===== src/hdl/hrfp_pkg.sv =====
// Shared types and constants of the H.264 RTP FU-A packetiser.
`default_nettype none

package hrfp_pkg;

    // Largest packet on the wire and largest FU-A payload per fragment.
    localparam int unsigned MAX_PACKET = 1400;
    localparam int unsigned FRAG_MAX   = MAX_PACKET - 18;

    localparam int unsigned CFG_IDX_W = 2;
    localparam int unsigned CFG_DATA_W = 32;
    localparam logic [CFG_IDX_W-1:0] CFG_SSRC    = 2'd0;
    localparam logic [CFG_IDX_W-1:0] CFG_ILV_EN  = 2'd1;
    localparam logic [CFG_IDX_W-1:0] CFG_ILV_CH  = 2'd2;

    localparam logic [31:0] SSRC_RESET   = 32'h1234_5678;
    localparam logic [7:0]  RTP_VERSION  = 8'h80;
    localparam logic [6:0]  RTP_PT       = 7'd96;
    localparam logic [4:0]  FUA_TYPE     = 5'd28;
    localparam logic [7:0]  NRI_MASK     = 8'hE0;
    localparam logic [7:0]  ILV_MAGIC    = 8'h24;
    localparam logic [4:0]  NAL_SEI      = 5'd6;
    localparam logic [4:0]  NAL_SPS      = 5'd7;
    localparam logic [4:0]  NAL_PPS      = 5'd8;

    localparam int unsigned FIFO_DEPTH = 4;
    localparam int unsigned FIFO_PTR_W = $clog2(FIFO_DEPTH);

    // One queued item: a payload byte plus what the back end must emit before it.
    typedef struct packed {
        logic [7:0]  data;
        logic        pkt_end;
        logic        with_hdr;
        logic        with_fu;
        logic        ilv;
        logic        marker;
        logic [15:0] rtp_len;
        logic [15:0] seq;
        logic [31:0] ts;
        logic [7:0]  fu_ind;
        logic [7:0]  fu_hdr;
    } job_t;

    // Byte position within the packet being emitted.
    typedef enum logic [4:0] {
        ST_DOLLAR, ST_CHAN, ST_LEN_HI, ST_LEN_LO,
        ST_VER, ST_MPT, ST_SEQ_HI, ST_SEQ_LO,
        ST_TS3, ST_TS2, ST_TS1, ST_TS0,
        ST_SSRC3, ST_SSRC2, ST_SSRC1, ST_SSRC0,
        ST_FU_IND, ST_FU_HDR, ST_DATA
    } step_t;

    typedef struct packed {
        logic        ilv_en;
        logic [7:0]  ilv_ch;
        logic [31:0] ssrc;
    } cfg_t;

endpackage

`default_nettype wire


===== src/hdl/hrfp_front.sv =====
// Front end: tracks NAL unit state and turns bytes to be sent into queued jobs.
`default_nettype none

module hrfp_front (
    input  wire logic          aclk,
    input  wire logic          aresetn,
    input  wire logic          take,
    input  wire logic [7:0]    data_byte,
    input  wire logic          unit_first,
    input  wire logic [23:0]   unit_length,
    input  wire logic [31:0]   rtp_time,
    input  wire logic          ilv_en,
    output hrfp_pkg::job_t     job,
    output logic               job_push
);

    logic [15:0] seq_reg,        seq_next;
    logic        frag_mode_reg,  frag_mode_next;
    logic [7:0]  hdr_reg,        hdr_next;
    logic [23:0] rem_reg,        rem_next;
    logic [13:0] fill_reg,       fill_next;
    logic        first_frag_reg, first_frag_next;
    logic [31:0] ts_reg,         ts_next;

    logic        job_en;
    logic        fits;
    logic        last_frag;
    logic [23:0] rem_m1;
    logic [13:0] fill_inc;
    logic [15:0] flen;
    logic [4:0]  unit_kind;

    assign fits      = ({1'b0, unit_length} + 25'd16) <= 25'(hrfp_pkg::MAX_PACKET);
    assign last_frag = rem_reg <= 24'(hrfp_pkg::FRAG_MAX);
    assign flen      = last_frag ? rem_reg[15:0] : 16'(hrfp_pkg::FRAG_MAX);
    assign rem_m1    = rem_reg - 24'd1;
    assign fill_inc  = fill_reg + 14'd1;
    assign unit_kind = data_byte[4:0];

    always_comb begin
        seq_next        = seq_reg;
        frag_mode_next  = frag_mode_reg;
        hdr_next        = hdr_reg;
        rem_next        = rem_reg;
        fill_next       = fill_reg;
        first_frag_next = first_frag_reg;
        ts_next         = ts_reg;

        job_en       = 1'b0;
        job.data     = data_byte;
        job.pkt_end  = 1'b0;
        job.with_hdr = 1'b0;
        job.with_fu  = 1'b0;
        job.ilv      = ilv_en;
        job.marker   = 1'b0;
        job.rtp_len  = 16'd0;
        job.seq      = seq_reg;
        job.ts       = ts_reg;
        job.fu_ind   = (hdr_reg & hrfp_pkg::NRI_MASK) | {3'b000, hrfp_pkg::FUA_TYPE};
        job.fu_hdr   = {first_frag_reg, last_frag, 1'b0, hdr_reg[4:0]};

        if (unit_first) begin
            if (unit_length != 24'd0) begin
                ts_next         = rtp_time;
                hdr_next        = data_byte;
                fill_next       = 14'd0;
                first_frag_next = 1'b1;
                rem_next        = unit_length - 24'd1;
                if (fits) begin
                    // The whole unit goes out as one packet headed by this byte.
                    frag_mode_next = 1'b0;
                    job_en         = 1'b1;
                    job.with_hdr   = 1'b1;
                    job.marker     = !(unit_kind == hrfp_pkg::NAL_SEI ||
                                       unit_kind == hrfp_pkg::NAL_SPS ||
                                       unit_kind == hrfp_pkg::NAL_PPS);
                    job.rtp_len    = unit_length[15:0] + 16'd12;
                    job.pkt_end    = (unit_length == 24'd1);
                    job.ts         = rtp_time;
                    seq_next       = seq_reg + 16'd1;
                end else begin
                    frag_mode_next = 1'b1;
                end
            end
        end else if (rem_reg != 24'd0) begin
            job_en   = 1'b1;
            rem_next = rem_m1;
            if (frag_mode_reg) begin
                if (fill_reg == 14'd0) begin
                    job.with_hdr    = 1'b1;
                    job.with_fu     = 1'b1;
                    job.marker      = last_frag;
                    job.rtp_len     = flen + 16'd14;
                    seq_next        = seq_reg + 16'd1;
                    first_frag_next = 1'b0;
                end
                job.pkt_end = (rem_m1 == 24'd0) || (fill_inc >= 14'(hrfp_pkg::FRAG_MAX));
                fill_next   = job.pkt_end ? 14'd0 : fill_inc;
            end else begin
                job.pkt_end = (rem_m1 == 24'd0);
            end
        end
    end

    assign job_push = take & job_en;

    always_ff @(posedge aclk) begin
        if (!aresetn) begin
            seq_reg        <= 16'd0;
            frag_mode_reg  <= 1'b0;
            hdr_reg        <= 8'd0;
            rem_reg        <= 24'd0;
            fill_reg       <= 14'd0;
            first_frag_reg <= 1'b1;
            ts_reg         <= 32'd0;
        end else if (take) begin
            seq_reg        <= seq_next;
            frag_mode_reg  <= frag_mode_next;
            hdr_reg        <= hdr_next;
            rem_reg        <= rem_next;
            fill_reg       <= fill_next;
            first_frag_reg <= first_frag_next;
            ts_reg         <= ts_next;
        end
    end

endmodule

`default_nettype wire


===== src/hdl/hrfp_fifo.sv =====
// Short job queue between the front and back ends.
`default_nettype none

module hrfp_fifo (
    input  wire logic            aclk,
    input  wire logic            aresetn,
    input  wire logic            push,
    input  wire hrfp_pkg::job_t  push_job,
    input  wire logic            pop,
    output hrfp_pkg::job_t       head,
    output logic                 empty,
    output logic                 full
);

    localparam int unsigned PW = hrfp_pkg::FIFO_PTR_W;

    hrfp_pkg::job_t   mem [hrfp_pkg::FIFO_DEPTH];
    logic [PW-1:0]    wr_ptr_reg, wr_ptr_next;
    logic [PW-1:0]    rd_ptr_reg, rd_ptr_next;
    logic [PW:0]      count_reg,  count_next;

    assign empty = (count_reg == '0);
    assign full  = (count_reg == (PW+1)'(hrfp_pkg::FIFO_DEPTH));
    assign head  = mem[rd_ptr_reg];

    always_comb begin
        wr_ptr_next = push ? wr_ptr_reg + PW'(1) : wr_ptr_reg;
        rd_ptr_next = pop  ? rd_ptr_reg + PW'(1) : rd_ptr_reg;
        count_next  = count_reg + (PW+1)'(push) - (PW+1)'(pop);
    end

    always_ff @(posedge aclk) begin
        if (!aresetn) begin
            wr_ptr_reg <= '0;
            rd_ptr_reg <= '0;
            count_reg  <= '0;
        end else begin
            wr_ptr_reg <= wr_ptr_next;
            rd_ptr_reg <= rd_ptr_next;
            count_reg  <= count_next;
        end
    end

    always_ff @(posedge aclk) begin
        if (push) begin
            mem[wr_ptr_reg] <= push_job;
        end
    end

endmodule

`default_nettype wire


===== src/hdl/hrfp_back.sv =====
// Back end: expands queued jobs into packet bytes behind an output register.
`default_nettype none

module hrfp_back (
    input  wire logic            aclk,
    input  wire logic            aresetn,
    input  wire hrfp_pkg::job_t  head,
    input  wire logic            empty,
    output logic                 pop,
    input  wire hrfp_pkg::cfg_t  cfg,
    output logic                 m_tvalid,
    input  wire logic            m_tready,
    output logic [7:0]           m_tdata,
    output logic                 m_tlast,
    output logic [1:0]           m_tuser
);

    hrfp_pkg::step_t step_reg, step_next, cur_step;
    logic            busy_reg, busy_next;
    logic            fire;
    logic            out_ready;

    logic            m_tvalid_reg;
    logic [7:0]      byte_reg, byte_next;
    logic            end_reg, end_next;
    logic            start_reg, start_next;
    logic            last_reg, last_next;

    assign out_ready = !m_tvalid_reg || m_tready;
    assign fire      = !empty && out_ready;

    // Where a fresh job begins: prefix, RTP header or straight at the payload byte.
    always_comb begin
        if (busy_reg) begin
            cur_step = step_reg;
        end else if (!head.with_hdr) begin
            cur_step = hrfp_pkg::ST_DATA;
        end else if (head.ilv) begin
            cur_step = hrfp_pkg::ST_DOLLAR;
        end else begin
            cur_step = hrfp_pkg::ST_VER;
        end
    end

    // Next state.
    always_comb begin
        step_next = step_reg;
        busy_next = busy_reg;
        if (fire) begin
            unique case (cur_step)
                hrfp_pkg::ST_DATA: begin
                    busy_next = 1'b0;
                end
                hrfp_pkg::ST_SSRC0: begin
                    busy_next = 1'b1;
                    step_next = head.with_fu ? hrfp_pkg::ST_FU_IND : hrfp_pkg::ST_DATA;
                end
                default: begin
                    busy_next = 1'b1;
                    step_next = hrfp_pkg::step_t'(5'(cur_step) + 5'd1);
                end
            endcase
        end
    end

    // Outputs.
    always_comb begin
        pop        = fire && (cur_step == hrfp_pkg::ST_DATA);
        start_next = (cur_step == hrfp_pkg::ST_DOLLAR) ||
                     (cur_step == hrfp_pkg::ST_VER && !head.ilv);
        end_next   = (cur_step == hrfp_pkg::ST_DATA) && head.pkt_end;
        last_next  = (cur_step == hrfp_pkg::ST_DATA);
        unique case (cur_step)
            hrfp_pkg::ST_DOLLAR: byte_next = hrfp_pkg::ILV_MAGIC;
            hrfp_pkg::ST_CHAN:   byte_next = cfg.ilv_ch;
            hrfp_pkg::ST_LEN_HI: byte_next = head.rtp_len[15:8];
            hrfp_pkg::ST_LEN_LO: byte_next = head.rtp_len[7:0];
            hrfp_pkg::ST_VER:    byte_next = hrfp_pkg::RTP_VERSION;
            hrfp_pkg::ST_MPT:    byte_next = {head.marker, hrfp_pkg::RTP_PT};
            hrfp_pkg::ST_SEQ_HI: byte_next = head.seq[15:8];
            hrfp_pkg::ST_SEQ_LO: byte_next = head.seq[7:0];
            hrfp_pkg::ST_TS3:    byte_next = head.ts[31:24];
            hrfp_pkg::ST_TS2:    byte_next = head.ts[23:16];
            hrfp_pkg::ST_TS1:    byte_next = head.ts[15:8];
            hrfp_pkg::ST_TS0:    byte_next = head.ts[7:0];
            hrfp_pkg::ST_SSRC3:  byte_next = cfg.ssrc[31:24];
            hrfp_pkg::ST_SSRC2:  byte_next = cfg.ssrc[23:16];
            hrfp_pkg::ST_SSRC1:  byte_next = cfg.ssrc[15:8];
            hrfp_pkg::ST_SSRC0:  byte_next = cfg.ssrc[7:0];
            hrfp_pkg::ST_FU_IND: byte_next = head.fu_ind;
            hrfp_pkg::ST_FU_HDR: byte_next = head.fu_hdr;
            hrfp_pkg::ST_DATA:   byte_next = head.data;
            default:             byte_next = head.data;
        endcase
    end

    always_ff @(posedge aclk) begin
        if (!aresetn) begin
            step_reg     <= hrfp_pkg::ST_DATA;
            busy_reg     <= 1'b0;
            m_tvalid_reg <= 1'b0;
        end else begin
            step_reg <= step_next;
            busy_reg <= busy_next;
            if (fire) begin
                m_tvalid_reg <= 1'b1;
            end else if (m_tready) begin
                m_tvalid_reg <= 1'b0;
            end
        end
    end

    always_ff @(posedge aclk) begin
        if (fire) begin
            byte_reg  <= byte_next;
            end_reg   <= end_next;
            start_reg <= start_next;
            last_reg  <= last_next;
        end
    end

    assign m_tvalid = m_tvalid_reg;
    assign m_tdata  = byte_reg;
    assign m_tlast  = end_reg;
    assign m_tuser  = {last_reg, start_reg};

endmodule

`default_nettype wire


===== src/hdl/h264_rtp_fua_packetizer_top.sv =====
// Top level of the H.264 RTP packetiser with FU-A fragmentation.
//
//  Channel | Direction | Handshake          | Item
//  s_      | in        | s_tvalid/s_tready  | one NAL unit byte with unit length and timestamp
//  m_      | out       | m_tvalid/m_tready  | one RTP packet byte with start/end/run flags
//  cfg_    | in        | cfg_we (no ready)  | write of SSRC, prefix enable or prefix channel
//
// A byte that opens a packet follows the optional prefix, the RTP header and, in a fragment,
// the FU bytes; the back end emits one header byte per cycle from the queue head unless stalled.
// The front end accepts an item every cycle while the four-entry job queue has room.
// A fragmented unit's header byte and stray bytes are consumed without using the queue.
// Reset is synchronous and active low; no clearing pass is needed.
`default_nettype none

module h264_rtp_fua_packetizer_top (
    input  wire logic                              aclk,
    input  wire logic                              aresetn,
    input  wire logic                              s_tvalid,
    output logic                                   s_tready,
    input  wire logic [63:0]                       s_tdata,  // data_byte, unit_length, rtp_time
    input  wire logic                              s_tuser,  // unit_first
    output logic                                   m_tvalid,
    input  wire logic                              m_tready,
    output logic [7:0]                             m_tdata,  // packet_byte
    output logic                                   m_tlast,  // packet_end
    output logic [1:0]                             m_tuser,  // packet_start, run_last
    input  wire logic                              cfg_we,
    input  wire logic [hrfp_pkg::CFG_IDX_W-1:0]    cfg_index,
    input  wire logic [hrfp_pkg::CFG_DATA_W-1:0]   cfg_wdata
);

    hrfp_pkg::cfg_t cfg_reg;
    hrfp_pkg::job_t new_job;
    hrfp_pkg::job_t head_job;
    logic           take;
    logic           job_push;
    logic           job_pop;
    logic           q_empty;
    logic           q_full;

    always_ff @(posedge aclk) begin
        if (!aresetn) begin
            cfg_reg.ssrc   <= hrfp_pkg::SSRC_RESET;
            cfg_reg.ilv_en <= 1'b0;
            cfg_reg.ilv_ch <= 8'd0;
        end else if (cfg_we) begin
            unique case (cfg_index)
                hrfp_pkg::CFG_SSRC:   cfg_reg.ssrc   <= cfg_wdata;
                hrfp_pkg::CFG_ILV_EN: cfg_reg.ilv_en <= cfg_wdata[0];
                hrfp_pkg::CFG_ILV_CH: cfg_reg.ilv_ch <= cfg_wdata[7:0];
                default: ;
            endcase
        end
    end

    assign s_tready = !q_full;
    assign take     = s_tvalid && s_tready;

    hrfp_front u_front (
        .aclk        (aclk),
        .aresetn     (aresetn),
        .take        (take),
        .data_byte   (s_tdata[7:0]),
        .unit_first  (s_tuser),
        .unit_length (s_tdata[31:8]),
        .rtp_time    (s_tdata[63:32]),
        .ilv_en      (cfg_reg.ilv_en),
        .job         (new_job),
        .job_push    (job_push)
    );

    hrfp_fifo u_fifo (
        .aclk     (aclk),
        .aresetn  (aresetn),
        .push     (job_push),
        .push_job (new_job),
        .pop      (job_pop),
        .head     (head_job),
        .empty    (q_empty),
        .full     (q_full)
    );

    hrfp_back u_back (
        .aclk     (aclk),
        .aresetn  (aresetn),
        .head     (head_job),
        .empty    (q_empty),
        .pop      (job_pop),
        .cfg      (cfg_reg),
        .m_tvalid (m_tvalid),
        .m_tready (m_tready),
        .m_tdata  (m_tdata),
        .m_tlast  (m_tlast),
        .m_tuser  (m_tuser)
    );

endmodule

`default_nettype wire


===== config.mk =====
export PLATFORM = sky130hd
export DESIGN_NAME = h264_rtp_fua_packetizer_top
export DESIGN_NICKNAME = d
export VERILOG_FILES = /design/src/hdl/hrfp_pkg.sv /design/src/hdl/hrfp_front.sv /design/src/hdl/hrfp_fifo.sv /design/src/hdl/hrfp_back.sv /design/src/hdl/h264_rtp_fua_packetizer_top.sv
export SDC_FILE = /design/constraint.sdc
export NUM_CORES = 1
export LEC_CHECK = 0
export BUFFER_PORTS_ARGS = -buffer_cell sky130_fd_sc_hd__clkbuf_2
export CAP_MARGIN = 20
export CORE_ASPECT_RATIO = 1.2
export CORE_MARGIN = 2
export CORE_UTILIZATION = 40
export DETAILED_ROUTE_END_ITERATION = 12
export SLEW_MARGIN = 20
export SYNTH_ARGS = -nofsm -noshare
export SYNTH_HDL_FRONTEND = slang
export SYNTH_SLANG_ARGS = --single-unit
export TNS_END_PERCENT = 100

===== constraint.sdc =====
create_clock -name aclk -period 5.4 [get_ports aclk]
set_input_delay 1.08 -clock aclk [delete_from_list [all_inputs] [get_ports aclk]]
set_output_delay 1.08 -clock aclk [all_outputs]
set_load 0.01 [all_outputs]

==> impl_metrics.yaml, run 1 <==
run_status:
  status: "finished clean"
sta:
  relSlewSlack_pct: 31.2
  finClkSkew_ns: 0.0164
  min_period_ns: 4.47
  fmax_mhz: 224
  setup_viol: 0
  worstMarginPinSlew_ns: 1.03
  layout_worst_path_cycle_share_pct: 82.7
  final-max-slew-violation-count: 0
  final_hold_viol_count: 0
  holdWs_ns: 0.451
  setup_ws_ns: 0.933
  rsz0062_at_grt: "no"
  fin_setup_tns_ns: 0
global_route:
  antenna_found_initial: 0
  grt_max_degree: 92
  grt_pass1_wl_microns: 93800
  grt_overflow: 0
  grt_usage_pct: 20.3
  first_global_vias: 15800
worst_setup_path:
  crit_type: "in -> reg"
  crit_fanout: 11
  start_kind: "input port"
  crit_slowest_cell: "or4_4"
  cp_common_cell: "ha_1"
  crit_chain: "clkbuf_2 > ha_1 > nand3_1 > nor4_1 > xor2_1 > or4_4 > a21oi_1 > a22o_1 > inv_1 > ha_1 > inv_1 > ha_1 > fa_1 > xnor2_1 > xnor2_1 > nor2_1"
  max_stage_delay_ns: 0.55
  critPathCaptureType: "flop"
  worst_ep_required_time_ns: 5.84
  crit_arrival_ns: 4.91
  critPathTopFamily: "adder cells"
  path_buf_inv: 3
synthesis:
  synth_top_cell_by_area: "edfxtp_1"
  ys.flop_type: "edfxtp_1"
  synth-edff-count: 359
  postSynthCellCount: 1882
  synth_most_common_cell: "edfxtp_1"
  yosysSeqAreaShare_pct: 59.7
  synthTopCellsByArea: "edfxtp_1 47%, dfxtp_1 13%, mux4_2 7.9%"
  synth_common_cells: "359 x edfxtp_1, 249 x nand2_1, 153 x dfxtp_1, 138 x a21oi_1"
  synth_top_area_share_pct: 46.5
  ys_types: 91
  synthArstFlopShare_pct: 0
  syn_avg_cell_area_sq_um: 12.3
  ys_warn_count: 0
  ys_seq_elements: 512
  syn_area_sq_mm: 0.0232
routing:
  final_antenna_net_count: 0
  vias: 15700
  wire_per_inst_microns: 21.9
  via_per_inst: 5.68
  first_pass_iters: 5
  drt_iter0_drc: 1280
  finalWirelength_microns: 60500
  post-route-drc-count: 0
power_and_ir_drop:
  p_leak_uw: 0.00909
  power_switching_uw: 3150
  p_int_uw: 7510
  p_total_uw: 10700
  switching_share_pct: 29.5
  comb_power_share_pct: 23.5
  pwr-share-clk_pct: 32.5
  ir_worst_vdd_mv: 0.378
  power_density_mw_per_mm2: 404
  p_seq_share_pct: 44.1
placement:
  placed_area_sq_mm: 0.0247
  gp_congestion: 0.841
  place_ws_ns: 0.379
  hpwl_microns: 41000
  io_buffers: 116
clock_network:
  cts_resized: 0
  cts_sinks: 512
  cts_tree: "yes"
  post-cts-setup-buffers: 0
  cts-root-buf: "clkbuf_16"
  cts_buffers: 52
  h-tree-depth: 2
  cts_buffer_depth: 3
  clkTransAtPathRegs_ns: 0.06
  cts-hold-fix-buffers: 0
  clk_latency_ns: 0.59
floorplan:
  dieWidth_microns: 224
  die_area_sq_mm: 0.0599
  rows: 96
  dieHeight_microns: 268
  core_sq_mm: 0.0573
  io_pins: 117
  start_util_pct: 40.5
cells_and_area:
  largest_reg_flops: 348
  nFillCells: 5095
  drive_gt1_share_pct: 18.5
  antenna_cells: 0
  syn_to_final_growth_pct: 13.8
  final_design_area_no_fill_sq_mm: 0.0264
  nNetsFinal: 2114
run:
  drv_cap: 0
min_path:
  hold_path.class: "reg -> reg"
-- power by group through the flow --
stage | clock network, uW | logic, uW | registers (uW)
finish | 3460 | 2500 | 4700
global route | 3680 | 2710 | 4730
CTS | 3530 | 2530 | 4700
detailed placement | 0 | 2520 | 4780
global placement | 0 | 2500 | 4770
floorplan | 0 | 1770 | 4720
-- worst paths after layout --
path / startpoint / to / slack (ns) / cells after the start
setup reg to reg: flop / u_back.m_tdata[5] / 1.06 / 11
hold / removal: u_front.ts_reg[26] / u_front.ts_reg[26] / 0.45 / 2
hold reg to reg: u_front.ts_reg[26] / u_front.ts_reg[26] / 0.45 / 2
setup / recovery: s_tdata[13] / u_fifo.count_reg[2] / 0.93 / 16
-- stage by stage --
| step | utilization [%] | instances |
|---|---|---|
| floorplan | - | 1897 |
| global placement | 43.2 | 2663 |
| detailed placement | 43.2 | 2664 |
| CTS | 46.0 | 2762 |
| global route | 46.1 | 2762 |
| finish | 46.1 | 2762 |
-- worst register-to-register path, stage by stage (launching register included) --
cell and delay (ns):
dfxtp_4 0.58, mux4_2 0.44, nand2_1 0.12, o21a_1 0.54
clkinv_1 0.45, ha_1 0.54, a22oi_1 0.27, and3_1 0.24
nand2_1 0.07, a221o_1 0.28, a221o_1 0.30, mux2_2 0.27
-- per-layer routing --
layer | GRT usage [%] | vias to the layer above | part of all wire [%]
met1 | 26.0 | 7847 | 42
met5 | 0 | - | 0
met4 | 7.21 | 0 | 3.4
met2 | 35.5 | 433 | 50
li1 | - | 7324 | -
met3 | 2.81 | 96 | 4.3
-- cell type report --
cell class              instances  area (sq um)  area share (%)
clock buffers                  72          1460            5.53
clock inverters                26           181           0.688
inverters                      48           183           0.692
multi-input cells            1206          8700            33.0
flip-flops and latches        512         13900            52.5
well taps                     735           920            3.49
repair buffers                163          1090            4.14
-- cell usage in the layout, fill, tap and decap left out, types with 12 or more instances in the layout --
cell type,netlist,final
nand4_1,29,29
nand3_1,52,52
o21ai_0,59,58
clkbuf_1,89,14
inv_1,45,44
clkbuf_2,2,116
and3_1,23,23
mux2i_1,29,29
o22ai_1,17,17
o31ai_1,15,15
or4_1,15,15
edfxtp_1,359,359
ha_1,26,26
nor2_1,89,89
dfxtp_1,153,151
mux2_2,19,19
a22oi_1,30,30
mux4_2,81,81
a21oi_1,138,137
buf_12,0,13
and2_1,18,12
clkbuf_16,0,54
xnor2_1,31,31
conb_1,1,16
mux2_1,22,22
nor3_1,39,39
buf_4,6,33
or3_1,16,16
xor2_1,17,17
nand2_1,249,249
nor4_1,19,19
-- cell families (layout without fill, tap and decap cells) --
| kind of cell | count (synthesis) | in the layout | share of synthesized area [%] |
|---|---|---|---|
| xor+xnor | 48 | 48 | 1.81 |
| mux | 151 | 151 | 11.1 |
| flops | 512 | 512 | 59.7 |
| simple gates | 602 | 602 | 12.8 |
| buf+inv | 179 | 309 | 3.16 |
| fa+ha+maj | 27 | 27 | 1.49 |
| other cells | 1 | 16 | 0.0162 |
| compound gates | 362 | 362 | 9.93 |
Note: power is estimated with default switching activity, not from simulation.
==> run 2: changes to the inputs <==
==> constraint.sdc (replaced) <==
create_clock -name aclk -period 4.52 [get_ports aclk]
set_input_delay 0.904 -clock aclk [delete_from_list [all_inputs] [get_ports aclk]]
set_output_delay 0.904 -clock aclk [all_outputs]
set_load 0.01 [all_outputs]
==> impl_metrics.yaml, run 2 (same netlist as run 1, synthesis figures left out) <==
worst_setup_path:
  max_stage_delay_ns: 0.43
  critPathCaptureType: "flop"
  cp_common_cell: "inv_1"
  crit_type: "reg -> reg"
  critPathTopFamily: "adder cells"
  worst_ep_required_time_ns: 4.98
  crit_slowest_cell: "o21ai_1"
  crit_arrival_ns: 4.42
  start_kind: "flop"
  crit_chain: "inv_1 > ha_1 > nor4b_2 > and4_1 > nand2_1 > o21ai_1 > inv_1 > a22o_1 > inv_1 > ha_1 > inv_1 > ha_1 > fa_1 > xnor2_1 > xnor2_1 > nor2_1"
  path_buf_inv: 4
  crit_fanout: 8
global_route:
  grt_overflow: 0
  grt_pass1_wl_microns: 93500
  grt_usage_pct: 20.4
  grt_max_degree: 92
  first_global_vias: 15500
  antenna_found_initial: 0
power_and_ir_drop:
  power_density_mw_per_mm2: 488
  ir_worst_vdd_mv: 0.454
  p_leak_uw: 0.00917
routing:
  wl_met3_microns: 2840
  highest_layer: "met4"
  wire_per_inst_microns: 21.9
  finalWirelength_microns: 60800
  first_pass_iters: 5
  drt_iter0_drc: 1221
  vias: 15700
  wl_met1_microns: 25100
  post-route-drc-count: 0
  final_antenna_net_count: 0
  via_per_inst: 5.67
  dr_wl_met2_microns: 30500
run_status:
  status: "finished clean"
clock_network:
  cts_buffer_depth: 3
  cts_tree: "yes"
  cts-root-buf: "clkbuf_16"
  cts-hold-fix-buffers: 0
  clk_latency_ns: 0.61
  cts_sinks: 512
  post-cts-setup-buffers: 0
  h-tree-depth: 2
  cts_resized: 0
  clkTransAtPathRegs_ns: 0.06
  cts_buffers: 51
placement:
  place_ws_ns: 0.211
  gp_congestion: 0.908
  place_inst: 2678
  io_buffers: 116
  hpwl_microns: 40800
cells_and_area:
  layout_common_cells: "359 x edfxtp_1, 249 x nand2_1, 151 x dfxtp_1, 137 x a21oi_1, 116 x clkbuf_2"
  mostFrequentLayoutCell: "edfxtp_1"
  nNetsFinal: 2127
  largest_reg_flops: 348
  layout.cells.non_filler: 2773
  nFillCells: 5077
  multi_input_area_sq_mm: 0.00869
  drive_gt1_share_pct: 19.0
  regArea_sq_mm: 0.0139
  antenna_cells: 0
  syn_to_final_growth_pct: 14.7
run:
  drv_cap: 0
floorplan:
  rows: 96
  die_area_sq_mm: 0.0599
  dieHeight_microns: 268
  dieWidth_microns: 224
  io_pins: 117
  start_util_pct: 40.5
  core_sq_mm: 0.0573
sta:
  holdWs_ns: 0.453
  fin_setup_tns_ns: 0
  layout_worst_path_cycle_share_pct: 87.8
  setup_ws_ns: 0.553
  worstMarginPinSlew_ns: 1.05
  min_period_ns: 3.97
  final-max-slew-violation-count: 0
  final_hold_viol_count: 0
  rsz0062_at_grt: "no"
  relSlewSlack_pct: 29.9
  fmax_mhz: 252
  finClkSkew_ns: 0.0240
  setup_viol: 0
min_path:
  hold_path.class: "reg -> reg"
==> run 2: cell count changes in the layout (fill, tap and decap cells not counted), sizes merged <==
cell and delta:
bufinv +4, clkbuf +4, inv -2, clkinv -9, buf +14
==> run 2: tightest hold or removal path, cell delays in order, from the launching register on <==
cell and delay [ns]:
dfxtp_1 0.31, nand2_1 0.05, a21oi_1 0.05
==> run 2: per-layer routing <==
metal	GRT usage (%)	vias to the layer above
met3	2.25	108
li1	-	7328
met5	0	-
met2	35.5	475
met4	8.72	0
met1	25.8	7822
==> run 2: worst paths after layout <==
| kind | startpoint | endpoint | slack, ns | cells past startpoint |
|---|---|---|---|---|
| worst max-delay path | u_front.rem_reg[0] | u_fifo.count_reg[2] | 0.55 | 16 |
| worst min-delay path | u_front.ts_reg[21] | u_front.ts_reg[21] | 0.45 | 2 |
| worst max register to register | u_front.rem_reg[0] | u_fifo.count_reg[2] | 0.55 | 16 |
| worst min register to register | u_front.ts_reg[21] | u_front.ts_reg[21] | 0.45 | 2 |
==> run 2: where the power goes <==
part	internal, uW	total (uW)	switching (uW)
registers	5410	5600	190
logic	1280	3060	1780
clock network	2520	4310	1790
total	9210	13000	3760
==> run 2: final cells by class <==
| class | instances | area share, % |
|---|---|---|
| well taps | 735 | 3.46 |
| repair buffers | 177 | 4.61 |
| multi-input cells | 1206 | 32.7 |
| flip-flops and latches | 512 | 52.1 |
| clock inverters | 19 | 1.00 |
| clock buffers | 76 | 5.45 |
| inverters | 48 | 0.687 |
==> run 2: metrics by stage <==
step / utilization, % / instance area, sq um / power [uW]
6_report: 46.4 / 26600 / 13000
3_3_place_gp: 43.4 / 24900 / 8740
3_5_place_dp: 43.4 / 24900 / 8780
2_1_floorplan: - / 23200 / 7760
5_1_grt: 46.4 / 26600 / 13500
4_1_cts: 46.4 / 26600 / 13100
==> run 3: changes to the inputs <==
--- a/config.mk
+++ b/config.mk
@@ -5,12 +5,16 @@
 export SDC_FILE = /design/constraint.sdc
 export NUM_CORES = 1
 export LEC_CHECK = 0
+export ABC_AREA = 0
 export BUFFER_PORTS_ARGS = -buffer_cell sky130_fd_sc_hd__clkbuf_2
 export CAP_MARGIN = 20
+export CELL_PAD_IN_SITES_DETAIL_PLACEMENT = 0
+export CELL_PAD_IN_SITES_GLOBAL_PLACEMENT = 1
 export CORE_ASPECT_RATIO = 1.2
 export CORE_MARGIN = 2
 export CORE_UTILIZATION = 40
 export DETAILED_ROUTE_END_ITERATION = 12
+export PLACE_DENSITY_LB_ADDON = 0.1
 export SLEW_MARGIN = 20
 export SYNTH_ARGS = -nofsm -noshare
 export SYNTH_HDL_FRONTEND = slang
==> impl_metrics.yaml, run 3 (same netlist as run 1, synthesis figures left out) <==
cells_and_area:
  layout_common_cells: "359 x edfxtp_1, 249 x nand2_1, 151 x dfxtp_1, 137 x a21oi_1, 116 x clkbuf_2"
  drive_gt1_share_pct: 19.6
  nFillCells: 5221
  regArea_sq_mm: 0.0139
  syn_to_final_growth_pct: 15.3
  mostFrequentLayoutCell: "edfxtp_1"
  layout.cells.non_filler: 2795
  multi_input_area_sq_mm: 0.00870
  largest_reg_flops: 348
  nNetsFinal: 2145
sta:
  worstMarginPinSlew_ns: 0.969
  rsz0062_at_grt: "no"
  finClkSkew_ns: 0.0195
  fmax_mhz: 256
  min_period_ns: 3.91
  final-max-slew-violation-count: 0
  fin_setup_tns_ns: 0
  relSlewSlack_pct: 35.4
  setup_viol: 0
  layout_worst_path_cycle_share_pct: 86.5
  final_hold_viol_count: 0
routing:
  finalWirelength_microns: 64500
  final_antenna_net_count: 0
  post-route-drc-count: 0
  vias: 15700
  drt_iter0_drc: 1070
  wire_per_inst_microns: 23.1
  via_per_inst: 5.62
  first_pass_iters: 5
global_route:
  grt_usage_pct: 21.7
  grt_pass1_wl_microns: 98200
  antenna_found_initial: 0
  first_global_vias: 15900
  grt_overflow: 0
  grt_max_degree: 59
worst_setup_path:
  crit_chain: "mux4_2 > nand2_1 > o21a_1 > inv_1 > ha_1 > nand2_1 > o22ai_1 > o21ai_0 > buf_4 > nand4_1 > a31oi_1 > nand3_1 > mux2_2"
  crit_fanout: 23
  worst_ep_required_time_ns: 4.86
  r2r_setup_slack_ns: 0.61
  start_kind: "flop"
  critPathCaptureType: "flop"
  crit_type: "reg -> reg"
  crit_slowest_cell: "dfxtp_4"
  max_stage_delay_ns: 0.60
  crit_arrival_ns: 4.25
  cp_common_cell: "nand2_1"
clock_network:
  cts_buffers: 54
  h-tree-depth: 2
  post-cts-setup-buffers: 0
  clk_latency_ns: 0.61
  cts_tree: "yes"
  cts_resized: 0
  cts-root-buf: "clkbuf_16"
  cts-hold-fix-buffers: 0
  cts_sinks: 512
  cts_buffer_depth: 3
  clkTransAtPathRegs_ns: 0.06
placement:
  gp_congestion: 0.874
  io_buffers: 116
  hpwl_microns: 44000
  place_inst: 2693
min_path:
  hold_path.class: "reg -> reg"
floorplan:
  io_pins: 117
  dieHeight_microns: 268
  dieWidth_microns: 224
  die_area_sq_mm: 0.0599
  start_util_pct: 40.5
  core_sq_mm: 0.0573
  rows: 96
power_and_ir_drop:
  ir_worst_vdd_mv: 0.315
  p_seq_share_pct: 42.5
  switching_share_pct: 29.1
  p_leak_uw: 0.00928
  pwr-share-clk_pct: 33.9
  power_density_mw_per_mm2: 493
  p_int_uw: 9350
  comb_power_share_pct: 23.6
  power_switching_uw: 3840
run_status:
  status: "finished clean"
run:
  drv_cap: 0
[run 3: cell count changes in the layout (fill, tap and decap cells not counted), moves of 2 or more]
cell,change
clkbuf_8,-5
clkinv_1,+5
buf_4,+18
clkbuf_16,+6
clkinvlp_4,+2
buf_12,-3
[run 3: layout make-up]
class	instances	area share (%)
clock inverters	24	0.950
multi-input cells	1206	32.5
flip-flops and latches	512	51.8
inverters	48	0.683
diodes	1	0.00936
clock buffers	77	5.73
repair buffers	192	4.87
well taps	735	3.44
[run 3: layer usage]
layer | GRT usage, % | vias to the layer above | share of wire (%)
li1 | - | 7383 | -
met1 | 26.0 | 7927 | 41
met2 | 40.2 | 295 | 53
met3 | 2.60 | 95 | 3.3
met4 | 7.37 | 0 | 3.2
met5 | 0 | - | 0
[run 3: power by group through the flow]
stage	sequential [uW]	clock, uW	combinational [uW]
3_5_place_dp	5710	0	3180
4_1_cts	5610	4590	3190
6_report	5610	4470	3120
5_1_grt	5640	4770	3400
2_1_floorplan	5640	0	2120
3_3_place_gp	5700	0	3180
[run 3: path summary, 6_finish.rpt]
check | start | end | depth (start not counted)
worst max-delay path | flop | u_back.m_tdata[0] | 13
worst min-delay path | u_front.ts_reg[25] | u_front.ts_reg[25] | 2
worst max register to register | flop | u_back.m_tdata[0] | 13
worst min register to register | u_front.ts_reg[25] | u_front.ts_reg[25] | 2
[run 3: through the flow]
stage	setup slack (ns)	util (%)	cell area (sq um)	hold slack (ns)	power, uW
6_report	0.612	46.7	26700	0.452	13200
5_1_grt	0.359	46.7	26700	0.470	13800
4_1_cts	0.510	46.7	26700	0.452	13400
3_5_place_dp	0.236	43.5	24900	0.444	8890
3_3_place_gp	0.248	43.5	24900	0.437	8880
2_1_floorplan	0.169	-	23200	0.432	7760
[run 3: worst max-delay path: cells and delay by family (launching register included)]
family	cells	cell delay, ns
AOI/OAI and AO/OA	4	0.96
DFF	1	0.60
muxes	2	0.75
and+or+nand+nor	4	0.77
adders and majority gates	1	0.28
buffers and inverters	2	0.27
